`config.mk`:
```
export PLATFORM = sky130hd
export DESIGN_NAME = playfair_square_and_digram_encrypt
export DESIGN_NICKNAME = d
export VERILOG_FILES = /design/src/pfe_pkg.sv /design/src/playfair_square_and_digram_encrypt.sv /design/src/pfe_store.sv /design/src/pfe_ctrl.sv
export SDC_FILE = /design/constraint.sdc
export NUM_CORES = 1
export LEC_CHECK = 0
export BUFFER_PORTS_ARGS = -buffer_cell sky130_fd_sc_hd__buf_2
export CORE_AREA = 3 3 178 180
export CTS_CLUSTER_DIAMETER = 30
export CTS_CLUSTER_SIZE = 30
export DETAILED_ROUTE_END_ITERATION = 7
export DIE_AREA = 0 0 181 183
export HOLD_SLACK_MARGIN = 0.15
export PLACE_DENSITY = 0.78
export SLEW_MARGIN = 15
export SYNTH_ARGS = -nofsm -noshare
export SYNTH_HDL_FRONTEND = slang
export SYNTH_SLANG_ARGS = --single-unit
```
`constraint.sdc`:
```
create_clock -name clock -period 11.8 [get_ports clock]
set_clock_uncertainty 0.1 [all_clocks]
set_input_delay 2.95 -clock clock [delete_from_list [all_inputs] [get_ports clock]]
set_output_delay 2.95 -clock clock [all_outputs]
set_load 0.005 [all_outputs]
```
`src/pfe_pkg.sv`:
```
`timescale 1ns / 1ps
// ----------------------------------------------------------------------------
// pfe_pkg: shared types, codes and helpers for the Playfair block
// Letter and cell codes, action codes, sequencer states, the structs between
// the sequencer and the key store, and small cell arithmetic.
// ----------------------------------------------------------------------------
package pfe_pkg;

   localparam int SIDE    = 5;
   localparam int CELLS   = SIDE * SIDE;
   localparam int LETTERS = 26;
   localparam int DATA_W  = 16;

   typedef logic [4:0]         letter_type;
   typedef logic [4:0]         cell_type;
   typedef logic [2:0]         coord_type;
   typedef logic [LETTERS-1:0] marks_type;

   localparam letter_type LETTER_I = 5'd8;
   localparam letter_type LETTER_J = 5'd9;
   localparam letter_type LETTER_Z = letter_type'(LETTERS - 1);
   localparam marks_type  J_ONLY   = marks_type'(1) << LETTER_J;

   typedef enum logic [1:0] {
      ACT_KEY     = 2'd0,
      ACT_FILL    = 2'd1,
      ACT_ENCRYPT = 2'd2
   } action_type;

   typedef enum logic [2:0] {
      ST_IDLE,
      ST_KEY,
      ST_FILL,
      ST_LOOK,
      ST_MAP,
      ST_EMIT
   } state_type;

   typedef struct packed {
      logic       sq_we;
      cell_type   sq_waddr;
      letter_type sq_wdata;
      logic       sq_re;
      cell_type   sq_raddr0;
      cell_type   sq_raddr1;
      logic       pl_we;
      letter_type pl_waddr;
      cell_type   pl_wdata;
      logic       pl_re;
      letter_type pl_raddr0;
      letter_type pl_raddr1;
   } mem_ctrl_type;

   typedef struct packed {
      letter_type sq_rd0;
      letter_type sq_rd1;
      cell_type   pl_rd0;
      cell_type   pl_rd1;
   } mem_rd_type;

   typedef struct packed {
      logic       valid;
      letter_type cipher_a;
      letter_type cipher_b;
      logic       status;
   } emit_type;

   // J folds into I; codes past Z saturate to Z
   function automatic letter_type fold_cipher(letter_type v);
      letter_type l;
      l = (v > LETTER_Z) ? LETTER_Z : v;
      if (l == LETTER_J) begin
         l = LETTER_I;
      end
      return l;
   endfunction

   function automatic letter_type fold_key(letter_type v);
      return (v == LETTER_J) ? LETTER_I : v;
   endfunction

   function automatic coord_type cell_row(cell_type c);
      coord_type r;
      r = '0;
      for (int i = 1; i < SIDE; i++) begin
         if (c >= cell_type'(i * SIDE)) begin
            r = coord_type'(i);
         end
      end
      return r;
   endfunction

   function automatic coord_type cell_col(cell_type c);
      cell_type base;
      base = cell_type'(cell_row(c) * SIDE);
      return coord_type'(c - base);
   endfunction

   function automatic coord_type next_coord(coord_type x);
      return (x == coord_type'(SIDE - 1)) ? '0 : coord_type'(x + 3'd1);
   endfunction

   function automatic cell_type make_cell(coord_type r, coord_type c);
      return cell_type'(r * SIDE + c);
   endfunction

endpackage

```
`src/playfair_square_and_digram_encrypt.sv`:
```
`timescale 1ns / 1ps
// ----------------------------------------------------------------------------
// playfair_square_and_digram_encrypt: Playfair key square and digram cipher
// Builds a 5x5 key square from key letters and encrypts letter pairs with it.
// ----------------------------------------------------------------------------
// Usage:
//   req_ carries one command word; req_tuser selects key letter, end of key
//   or encrypt. Every word returns exactly one rsp_ word.
//   The block takes one word at a time: req_tready is high only while the
//   sequencer is idle. A key letter goes through the key and emit steps, an
//   encrypt through look, map and emit (two place reads, then two square
//   reads, each a registered memory access), a refused encrypt or unknown
//   action straight to emit, end of key through the fill walk (all 26
//   letters, one per cycle through the shared placement unit) and emit.
//   The result sits in an output register; while the receiver stalls the
//   next word is still accepted and worked on, and holds in its final step
//   until the output register frees up.
//   Reset empties the key: only J marked used, nothing placed, square not
//   complete. Square and place memories need no clearing, since they are
//   only read once the square is complete and every entry has been written.
// ----------------------------------------------------------------------------
module playfair_square_and_digram_encrypt (
   input  logic                       clock,
   input  logic                       reset,
   input  logic                       req_tvalid,
   output logic                       req_tready,
   input  logic [pfe_pkg::DATA_W-1:0] req_tdata,  // [4:0] letter_a, [9:5] letter_b
   input  logic [1:0]                 req_tuser,  // [1:0] action
   output logic                       rsp_tvalid,
   input  logic                       rsp_tready,
   output logic [pfe_pkg::DATA_W-1:0] rsp_tdata,  // [4:0] cipher_a, [9:5] cipher_b
   output logic [0:0]                 rsp_tuser   // [0] status
);
   import pfe_pkg::*;

   mem_ctrl_type mem_ctrl;
   mem_rd_type   mem_rd;
   emit_type     emit;
   logic         accept, out_free;

   logic       rsp_valid_ff;
   letter_type cipher_a_ff, cipher_b_ff;
   logic       status_ff;

   assign accept   = req_tvalid && req_tready;
   // the output register frees up when it is empty or drains this cycle
   assign out_free = !rsp_valid_ff || rsp_tready;

   pfe_ctrl u_ctrl (
      .clock    (clock),
      .reset    (reset),
      .accept   (accept),
      .action   (req_tuser),
      .letter_a (req_tdata[4:0]),
      .letter_b (req_tdata[9:5]),
      .out_free (out_free),
      .mem_rd   (mem_rd),
      .ready    (req_tready),
      .mem_ctrl (mem_ctrl),
      .emit     (emit)
   );

   pfe_store u_store (
      .clock    (clock),
      .mem_ctrl (mem_ctrl),
      .mem_rd   (mem_rd)
   );

   // output register: load a finished result, drop valid once taken
   always_ff @(posedge clock) begin
      if (reset) begin
         rsp_valid_ff <= 1'b0;
      end else if (emit.valid) begin
         rsp_valid_ff <= 1'b1;
      end else if (rsp_tready) begin
         rsp_valid_ff <= 1'b0;
      end
   end

   always_ff @(posedge clock) begin
      if (emit.valid) begin
         cipher_a_ff <= emit.cipher_a;
         cipher_b_ff <= emit.cipher_b;
         status_ff   <= emit.status;
      end
   end

   assign rsp_tvalid = rsp_valid_ff;
   assign rsp_tdata  = {{(DATA_W - 10){1'b0}}, cipher_b_ff, cipher_a_ff};
   assign rsp_tuser  = status_ff;

   // a refused encrypt never carries cipher letters
   a_refused_zero : assert property (@(posedge clock) disable iff (reset)
      (rsp_tvalid && rsp_tuser[0]) |-> (rsp_tdata == '0))
      else $error("refused encrypt with nonzero cipher");

   // the sequencer goes busy after every accepted word
   a_busy_after_accept : assert property (@(posedge clock) disable iff (reset)
      accept |=> !req_tready)
      else $error("ready stayed high after accept");

   // handing a result to the output register returns the sequencer to idle
   a_idle_after_emit : assert property (@(posedge clock) disable iff (reset)
      emit.valid |=> (req_tready && rsp_tvalid))
      else $error("no idle or no valid after result load");

   // a result is only loaded while the output register can take it
   a_no_overwrite : assert property (@(posedge clock) disable iff (reset)
      emit.valid |-> (!rsp_tvalid || rsp_tready))
      else $error("result loaded over a waiting word");

endmodule

```
`src/pfe_store.sv`:
```
`timescale 1ns / 1ps
// ----------------------------------------------------------------------------
// pfe_store: key square and letter place memories
// One write port and two registered read ports per memory.
// ----------------------------------------------------------------------------
module pfe_store (
   input  logic                 clock,
   input  pfe_pkg::mem_ctrl_type mem_ctrl,
   output pfe_pkg::mem_rd_type  mem_rd
);
   import pfe_pkg::*;

   letter_type square_ff [CELLS];
   cell_type   place_ff  [LETTERS];
   letter_type sq_rd0_ff, sq_rd1_ff;
   cell_type   pl_rd0_ff, pl_rd1_ff;

   always_ff @(posedge clock) begin
      if (mem_ctrl.sq_we) begin
         square_ff[mem_ctrl.sq_waddr] <= mem_ctrl.sq_wdata;
      end
      if (mem_ctrl.sq_re) begin
         sq_rd0_ff <= square_ff[mem_ctrl.sq_raddr0];
         sq_rd1_ff <= square_ff[mem_ctrl.sq_raddr1];
      end
   end

   always_ff @(posedge clock) begin
      if (mem_ctrl.pl_we) begin
         place_ff[mem_ctrl.pl_waddr] <= mem_ctrl.pl_wdata;
      end
      if (mem_ctrl.pl_re) begin
         pl_rd0_ff <= place_ff[mem_ctrl.pl_raddr0];
         pl_rd1_ff <= place_ff[mem_ctrl.pl_raddr1];
      end
   end

   assign mem_rd.sq_rd0 = sq_rd0_ff;
   assign mem_rd.sq_rd1 = sq_rd1_ff;
   assign mem_rd.pl_rd0 = pl_rd0_ff;
   assign mem_rd.pl_rd1 = pl_rd1_ff;

endmodule

```
`src/pfe_ctrl.sv`:
```
`timescale 1ns / 1ps
// ----------------------------------------------------------------------------
// pfe_ctrl: sequencer and shared letter placement unit
// Steps key letters, the end-of-key walk and digram lookups one at a time.
// ----------------------------------------------------------------------------
module pfe_ctrl (
   input  logic                  clock,
   input  logic                  reset,
   input  logic                  accept,
   input  logic [1:0]            action,
   input  pfe_pkg::letter_type   letter_a,
   input  pfe_pkg::letter_type   letter_b,
   input  logic                  out_free,
   input  pfe_pkg::mem_rd_type   mem_rd,
   output logic                  ready,
   output pfe_pkg::mem_ctrl_type mem_ctrl,
   output pfe_pkg::emit_type     emit
);
   import pfe_pkg::*;

   state_type  state_ff, state_in;
   logic [1:0] action_ff;
   letter_type letter_a_ff, letter_b_ff;
   marks_type  used_ff, used_in;
   cell_type   fill_ff, fill_in;
   logic       complete_ff, complete_in;
   letter_type walk_ff, walk_in;

   // shared placement unit
   marks_type  marks_base;
   cell_type   fill_base;
   letter_type place_letter;
   logic       place_en, letter_free, place_do;

   // digram mapping
   coord_type  r1, c1, r2, c2;
   cell_type   t1, t2;
   logic       is_encrypt, walk_last;

   assign is_encrypt = (action_ff == ACT_ENCRYPT);
   assign walk_last  = (walk_ff == LETTER_Z);

   always_comb begin
      marks_base = used_ff;
      fill_base  = fill_ff;
      if (state_ff == ST_KEY && complete_ff) begin
         marks_base = J_ONLY;
         fill_base  = '0;
      end
      place_letter = (state_ff == ST_FILL) ? walk_ff : fold_key(letter_a_ff);
      place_en     = (state_ff == ST_KEY) || (state_ff == ST_FILL);
      letter_free  = (place_letter <= LETTER_Z) ? !marks_base[place_letter] : 1'b0;
      place_do     = place_en && letter_free && (fill_base < cell_type'(CELLS));
   end

   // next state
   always_comb begin
      state_in = state_ff;
      unique case (state_ff)
         ST_IDLE: begin
            if (accept) begin
               case (action)
                  ACT_KEY:     state_in = ST_KEY;
                  ACT_FILL:    state_in = ST_FILL;
                  ACT_ENCRYPT: state_in = complete_ff ? ST_LOOK : ST_EMIT;
                  default:     state_in = ST_EMIT;
               endcase
            end
         end
         ST_KEY:  state_in = ST_EMIT;
         ST_FILL: state_in = walk_last ? ST_EMIT : ST_FILL;
         ST_LOOK: state_in = ST_MAP;
         ST_MAP:  state_in = ST_EMIT;
         ST_EMIT: state_in = out_free ? ST_IDLE : ST_EMIT;
         default: state_in = ST_IDLE;
      endcase
   end

   // key state update
   always_comb begin
      used_in     = used_ff;
      fill_in     = fill_ff;
      complete_in = complete_ff;
      walk_in     = '0;
      if (place_en) begin
         used_in = marks_base | (place_do ? (marks_type'(1) << place_letter) : '0);
         fill_in = fill_base + cell_type'(place_do);
      end
      if (state_ff == ST_KEY) begin
         complete_in = 1'b0;
      end
      if (state_ff == ST_FILL) begin
         walk_in = walk_ff + letter_type'(1);
         if (walk_last) begin
            complete_in = 1'b1;
         end
      end
   end

   always_comb begin
      r1 = cell_row(mem_rd.pl_rd0);
      c1 = cell_col(mem_rd.pl_rd0);
      r2 = cell_row(mem_rd.pl_rd1);
      c2 = cell_col(mem_rd.pl_rd1);
      if (r1 == r2) begin
         t1 = make_cell(r1, next_coord(c1));
         t2 = make_cell(r2, next_coord(c2));
      end else if (c1 == c2) begin
         t1 = make_cell(next_coord(r1), c1);
         t2 = make_cell(next_coord(r2), c2);
      end else begin
         t1 = make_cell(r1, c2);
         t2 = make_cell(r2, c1);
      end
   end

   // outputs
   always_comb begin
      ready              = (state_ff == ST_IDLE);
      mem_ctrl.sq_we     = place_do;
      mem_ctrl.sq_waddr  = fill_base;
      mem_ctrl.sq_wdata  = place_letter;
      mem_ctrl.pl_we     = place_do;
      mem_ctrl.pl_waddr  = place_letter;
      mem_ctrl.pl_wdata  = fill_base;
      mem_ctrl.pl_re     = (state_ff == ST_LOOK);
      mem_ctrl.pl_raddr0 = fold_cipher(letter_a_ff);
      mem_ctrl.pl_raddr1 = fold_cipher(letter_b_ff);
      mem_ctrl.sq_re     = (state_ff == ST_MAP);
      mem_ctrl.sq_raddr0 = t1;
      mem_ctrl.sq_raddr1 = t2;
      emit.valid         = (state_ff == ST_EMIT) && out_free;
      emit.status        = is_encrypt && !complete_ff;
      emit.cipher_a      = (is_encrypt && complete_ff) ? mem_rd.sq_rd0 : '0;
      emit.cipher_b      = (is_encrypt && complete_ff) ? mem_rd.sq_rd1 : '0;
   end

   always_ff @(posedge clock) begin
      if (reset) begin
         state_ff    <= ST_IDLE;
         used_ff     <= J_ONLY;
         fill_ff     <= '0;
         complete_ff <= 1'b0;
         walk_ff     <= '0;
      end else begin
         state_ff    <= state_in;
         used_ff     <= used_in;
         fill_ff     <= fill_in;
         complete_ff <= complete_in;
         walk_ff     <= walk_in;
      end
   end

   always_ff @(posedge clock) begin
      if (accept) begin
         action_ff   <= action;
         letter_a_ff <= letter_a;
         letter_b_ff <= letter_b;
      end
   end

endmodule

```
==> metrics.yaml, run 1 <==
status: "finished, final reports clean"
arrival_ps: 6520
post_dp_cell_area_sq_um: 18200
ys_warn_count: 0
grt.total_usage: 0.289
post_drt_wl_per_cell_um: 24.4
sequentialPowerShare: 0.343
r2r-start: "u_store.pl_rd1_ff[1]$_DFFE_PP_"
synth_edf_count: 298
ant_nets: 0
finalSetupTns_ps: 0
worst-path-max-fanout: 8
seqCellArea_sq_um: 9770
power.switching_w: 0.00109
rsz0062_at_grt: "false"
design_area_sq_um: 20600
die_w_um: 181
cts_tree: "yes"
core-area_sq_um: 30300
intPower_w: 0.00295
synth_area_per_cell_sq_um: 11.6
drt_iter0_drc: 1840
slew_violations: 0
area_growth_pct: 16.3
synth_top_cell_by_area: "edfxtp_1"
setup_viol: 0
vias_per_cell: 6.77
yosysSeqAreaShare: 0.551
firstDrtPassIters: 6
cts_made_buffers: 72
drv_cap: 0
path_buf_inv: 2
io_buffers: 28
cpPeakStageDelay_ps: 650
p_per_area_nw_per_um2: 196
startpoint_type: "flop"
p_leak_nw: 7.48
root_buffer: "clkbuf_16"
start_util: 0.584
max_slew_margin: 0.191
hold_class: "flop to flop"
drc: 0
path_class: "flop to flop"
dp_hpwl_um: 30400
holdCritStartpoint: "u_ctrl.used_ff[9]$_SDFFE_PP1P_"
nets: 1631
ys_types: 82
critical_path.top_delay_family: "compound AO/OA/AOI/OAI gates"
drive_above_1_share: 0.147
multi_input_area_sq_um: 7370
max_freq_mhz: 161
cts_max_path_buffers: 3
netlist_area_sq_um: 17700
dieArea_sq_um: 33100
clockPowerShare: 0.504
p_sw_frac: 0.269
wl_um: 49000
grt_pass1_wl_um: 75400
critPathSlowestCell: "o311ai_1"
period_needed_ps: 6210
core.rowCount: 64
fp.dieH_um: 183
htreeDepth: 3
clk_pin_slew_ps: 50
antenna_cells: 0
vias: 13600
irDropWorstVdd_v: 0.000159
io_pins: 41
ctsHoldBuffers: 0
clock_latency_ps: 580
pwr-share-comb: 0.153
cts_setup_buffers: 0
gp_congestion: 0.949
end_kind: "flop"
worstMarginPinSlew_ps: 1210
cts_resized: 0
fill_cells: 2061
antenna_found_initial: 0
grt_overflow: 0
grt_pass1_vias: 13600
crit_required_ps: 12110
synthCells: 1525
ys_seq_elements: 339
synth_top_flop_cell: "edfxtp_1"
ys_top_cells_by_area: "edfxtp_1 50%, mux2i_1 4.8%, dfxtp_1 4.6%"
synth_top_area_share: 0.505
crit_top_cell: "ha_1"
cts.sinks: 339
fin_crit_sh: 0.526
ys_async_sr_fraction: 0
crit_path_cell_trace: "maj3_1 > a211o_1 > and2_1 > ha_1 > inv_1 > fa_1 > nor2_1 > a22o_1 > nor4bb_1 > buf_4 > ha_1 > ha_1 > a21o_1 > a21oi_1 > xnor2_1 > mux2_2 > mux2i_1 > nand2_1 > o311ai_1 > a311o_1"
grt_start_max_net_pins: 49
hold_viol_final: 0
crit_start: "u_store.pl_rd1_ff[1]$_DFFE_PP_"
## routing by layer
metal	share of wire	vias up	track usage	wire length, um
li1	-	5938	-	-
met1	0.37	6543	0.368	18000
met2	0.49	939	0.488	23800
met3	0.097	200	0.0543	4740
met4	0.049	0	0.129	2420
met5	0	-	0	0
## worst reg2reg max path: stages, from the launching register on
cell      delay, ps
edfxtp_1        520
maj3_1          390
a211o_1         430
and2_1          280
ha_1            210
inv_1            60
fa_1            240
nor2_1           90
a22o_1          240
nor4bb_1        280
buf_4           220
ha_1            270
ha_1            300
a21o_1          170
a21oi_1         160
xnor2_1         110
mux2_2          280
mux2i_1         490
nand2_1         310
o311ai_1        650
a311o_1         260
## cells in the mapped netlist (5+ instances only)
cell type / instances
dfxtp_1: 41
nand2_1: 133
a221o_1: 5
and3_1: 14
a211oi_1: 37
nand4_1: 6
nor2_1: 132
buf_4: 11
o21ai_0: 44
o31ai_1: 5
buf_2: 21
and2_1: 34
buf_6: 5
o211ai_1: 30
o221ai_1: 17
nor3_1: 17
buf_1: 6
xor2_1: 10
clkbuf_1: 52
a22oi_1: 7
nor3b_1: 6
mux2_2: 17
ha_1: 40
mux4_2: 26
a21o_1: 13
o22ai_1: 68
edfxtp_1: 298
inv_1: 53
nor2b_1: 10
a221oi_1: 7
a21oi_1: 107
fa_1: 8
xnor2_1: 9
nand3_1: 34
mux2i_1: 85
nand2b_1: 12
a31oi_1: 24
## sequential cells by signal, summed over array words and instances (netlist names)
signal and flops:
u_store.square_ff 125, cipher_b_ff 5, cipher_a_ff 5, u_store.pl_rd1_ff 5
rsp_tvalid 1, u_ctrl.action_ff 2, u_ctrl.letter_a_ff 5, u_ctrl.used_ff 26
u_store.place_ff 130, rsp_tuser 1, u_ctrl.fill_ff 5, u_store.sq_rd1_ff 5
u_store.pl_rd0_ff 5, u_ctrl.complete_ff 1, u_ctrl.walk_ff 5, u_ctrl.letter_b_ff 5
u_ctrl.state_ff 3, u_store.sq_rd0_ff 5
## per-stage QoR
stage | utilization | std cells | setup WS (ps) | power (W) | hold WS [ps]
3_3_place_gp | 0.598 | 1883 | 5970 | 0.00198 | 332
3_5_place_dp | 0.598 | 1883 | 5810 | 0.00199 | 337
5_1_grt | 0.679 | 2012 | 5390 | 0.00414 | 370
4_1_cts | 0.679 | 2012 | 5780 | 0.00402 | 352
2_1_floorplan | - | 1530 | 6720 | 0.00182 | 318
6_report | 0.679 | 2012 | 5590 | 0.00403 | 359
## final cells by class
type	instances	area share
clock buffers	83	0.0909
clock inverters	46	0.0282
inverters	54	0.00983
multi-input cells	1042	0.358
flip-flops and latches	339	0.474
well taps	396	0.0240
repair buffers	52	0.0155
## path summary, 6_finish.rpt
check	to	slack (ps)	depth (start not counted)
max	u_store.sq_rd1_ff[4]$_DFFE_PN_	5590	20
min reg2reg	u_ctrl.used_ff[9]$_SDFFE_PP1P_	360	1
max reg2reg	u_store.sq_rd1_ff[4]$_DFFE_PN_	5590	20
min	u_ctrl.used_ff[9]$_SDFFE_PP1P_	360	1
## layout by cell type (no fill, tap or decap), types with 24 or more instances in the layout
cell / count
nor2_1: 131
inv_1: 53
mux4_2: 26
and2_1: 34
nand2_1: 133
edfxtp_1: 298
o21ai_0: 44
clkbuf_16: 73
a21oi_1: 104
ha_1: 40
nand3_1: 34
buf_2: 28
o22ai_1: 68
buf_4: 24
dfxtp_1: 41
o211ai_1: 30
mux2i_1: 85
a31oi_1: 24
a211oi_1: 37
## power groups by stage
| stage | clock network (W) | registers [W] | logic [W] |
|---|---|---|---|
| 2_1_floorplan | 0 | 0.00138 | 0.000439 |
| 3_3_place_gp | 0 | 0.00140 | 0.000577 |
| 3_5_place_dp | 0 | 0.00140 | 0.000592 |
| 4_1_cts | 0.00204 | 0.00138 | 0.000602 |
| 5_1_grt | 0.00210 | 0.00138 | 0.000655 |
| 6_report | 0.00203 | 0.00138 | 0.000618 |
## cell families (layout without fill, tap and decap cells)
group,count (synthesis),after routing,share of synthesized area
AO/OA/AOI/OAI,416,416,0.159
XOR/XNOR,20,20,0.0103
multiplexers,130,130,0.0933
buffers and inverters,149,235,0.0375
flip-flops,339,339,0.551
AND/OR/NAND/NOR,420,420,0.110
other,1,6,0.000212
adder cells (fa/ha/maj),50,50,0.0384
Power figures use the tool's default switching activity.
==> run 2, diff against run 1 <==
- clock period: 11.8 -> 6.34 ns (I/O delays scaled with it)
==> metrics.yaml, run 2 (synthesized netlist as in run 1, its figures left out) <==
crit_required_ps: 6560  # -5550 ps
p_leak_nw: 7.47  # about the same
status: "finished, final reports clean"
largest_register: "u_store.place_ff"
end_kind: "flop"
cts_made_buffers: 68  # -5.6%
use_met2: 0.482  # -0.00692
grt_util_met1: 0.362  # -0.00658
grt_start_max_net_pins: 48  # -2.0%
area_growth_pct: 16.2
drc: 0  # unchanged
met3_usage: 0.0516  # -0.00278
hold_class: "flop to flop"
rrSetupSlack_ps: 300  # -5290 ps
fp.dieH_um: 183  # unchanged
io_pins: 41  # unchanged
fin_crit_sh: 0.952  # +0.426
top_regs: "u_store.place_ff (130), u_store.square_ff (125), u_ctrl.used_ff (26)"
worstRegToRegCells: 17  # -15%
dieArea_sq_um: 33100  # unchanged
stdcell_count: 2020  # +0.40%
grt_pass1_vias: 13400  # -1.9%
clock_latency_ps: 570  # about the same
finalSetupTns_ps: 0  # unchanged
antenna_cells: 0  # unchanged
rsz0062_at_grt: "false"
period_needed_ps: 6040  # -175 ps
p_per_area_nw_per_um2: 352  # +80%
core.rowCount: 64  # unchanged
reg2reg_to: "u_store.sq_rd1_ff[4]$_DFFE_PN_"
crit_start: "u_store.pl_rd0_ff[3]$_DFFE_PP_"
vias_per_cell: 6.71  # -0.85%
arrival_ps: 6260  # -260 ps
dp.cells: 1896  # +0.69%
drt_iter0_drc: 1653  # -10%
setup_viol: 0  # unchanged
path_class: "flop to flop"
cts_resized: 0  # unchanged
clk_pin_slew_ps: 50  # about the same
grt.total_usage: 0.289  # about the same
final_common_cell: "edfxtp_1"
grt_most_used_layer: "met2"
max_freq_mhz: 166  # +2.9%
ctsHoldBuffers: 0  # unchanged
cts_max_path_buffers: 3  # unchanged
final_util: 0.678  # -0.000866
hold_viol_final: 0  # unchanged
design_area_sq_um: 20600  # -0.13%
firstDrtPassIters: 6  # unchanged
cts_setup_buffers: 0  # unchanged
wl_um: 48700  # -0.61%
largest_register_ff_count: 130  # unchanged
drv_cap: 0  # unchanged
slew_violations: 0  # unchanged
root_buffer: "clkbuf_16"
post_drt_wl_per_cell_um: 24.1  # -1.0%
startpoint_type: "flop"
crit_end: "u_store.sq_rd1_ff[4]$_DFFE_PN_"
drive_above_1_share: 0.154  # +0.00728
grt_overflow: 0  # unchanged
nets: 1640  # +0.55%
r2r-start: "u_store.pl_rd0_ff[3]$_DFFE_PP_"
htreeDepth: 3  # unchanged
antenna_found_initial: 0  # unchanged
cts_tree: "yes"
start_util: 0.584  # unchanged
gp_congestion: 0.949  # about the same
worst-path-max-fanout: 19  # +11
die_w_um: 181  # unchanged
irDropWorstVdd_v: 0.000356  # +120%
ant_nets: 0  # unchanged
worstMarginPinSlew_ps: 1180  # -29.2 ps
finalPower_w: 0.00726  # +80%
io_buffers: 28  # unchanged
max_slew_margin: 0.213  # +0.0224
vias: 13600  # -0.46%
post_dp_cell_area_sq_um: 18300  # +0.81%
dp_hpwl_um: 30900  # +1.7%
core-area_sq_um: 30300  # unchanged
grt_pass1_wl_um: 75000  # -0.43%
layout_common_cells: "298 x edfxtp_1, 133 x nand2_1, 130 x nor2_1, 105 x a21oi_1, 85 x mux2i_1"
cts.sinks: 339  # unchanged
==> run 2: cell count changes in the layout (fill, tap and decap cells not counted), sizes merged <==
| cell | previous run | this run |
|---|---|---|
| inv | 60 | 66 |
| buf | 52 | 65 |
| clkbuf | 83 | 72 |
| bufinv | 11 | 6 |
| clkinv | 21 | 26 |
==> run 2: critical path, stage by stage (launching register included) <==
cell and delay (ps):
edfxtp_1 460, inv_1 100, maj3_1 350, a221o_1 500, and2_1 260, ha_1 200
inv_1 70, fa_1 570, xor2_1 210, nor2_1 230, or4b_4 570, a21boi_1 300
o32a_1 830, buf_4 290, nor2_1 50, a21oi_1 210, o311ai_1 170, a311o_1 310
==> run 2: metal layers <==
layer | wire length (um) | up-vias | part of all wire
met5 | 0 | - | 0
met4 | 2700 | 0 | 0.055
met3 | 4810 | 198 | 0.099
met2 | 23400 | 967 | 0.48
met1 | 17800 | 6434 | 0.36
li1 | - | 5959 | -
==> run 2: stage by stage <==
step	hold slack, ps	worst slack (ps)
after global placement	333	518
after global routing	386	25.7
final	362	304
after floorplan	318	1260
after CTS	369	394
after detailed placement	356	456
==> run 2: worst min path at each step <==
stage	to	slack (ps)	cells after the start	start
after detailed placement	u_ctrl.used_ff[9]$_SDFFE_PP1P_	360	1	u_ctrl.used_ff[9]$_SDFFE_PP1P_
after CTS	u_ctrl.used_ff[9]$_SDFFE_PP1P_	370	1	u_ctrl.used_ff[9]$_SDFFE_PP1P_
final	u_ctrl.used_ff[9]$_SDFFE_PP1P_	360	1	u_ctrl.used_ff[9]$_SDFFE_PP1P_
after floorplan	u_ctrl.used_ff[9]$_SDFFE_PP1P_	320	1	u_ctrl.used_ff[9]$_SDFFE_PP1P_
after global routing	u_ctrl.used_ff[9]$_SDFFE_PP1P_	390	1	u_ctrl.used_ff[9]$_SDFFE_PP1P_
after global placement	u_ctrl.used_ff[9]$_SDFFE_PP1P_	330	1	u_ctrl.used_ff[9]$_SDFFE_PP1P_
==> run 2: cell type report <==
cell class	instances	area [sq um]
repair buffers	65	468
multi-input cells	1042	7370
well taps	396	495
clock buffers	72	1720
inverters	54	203
clock inverters	52	568
flip-flops and latches	339	9770
fillers	2030	9760
==> run 2: power breakdown <==
part           internal, W  switching [W]  leakage, nW
Clock              0.00225        0.00126         1.10
Combinational     0.000423       0.000752         3.31
Sequential         0.00252      0.0000556         3.06
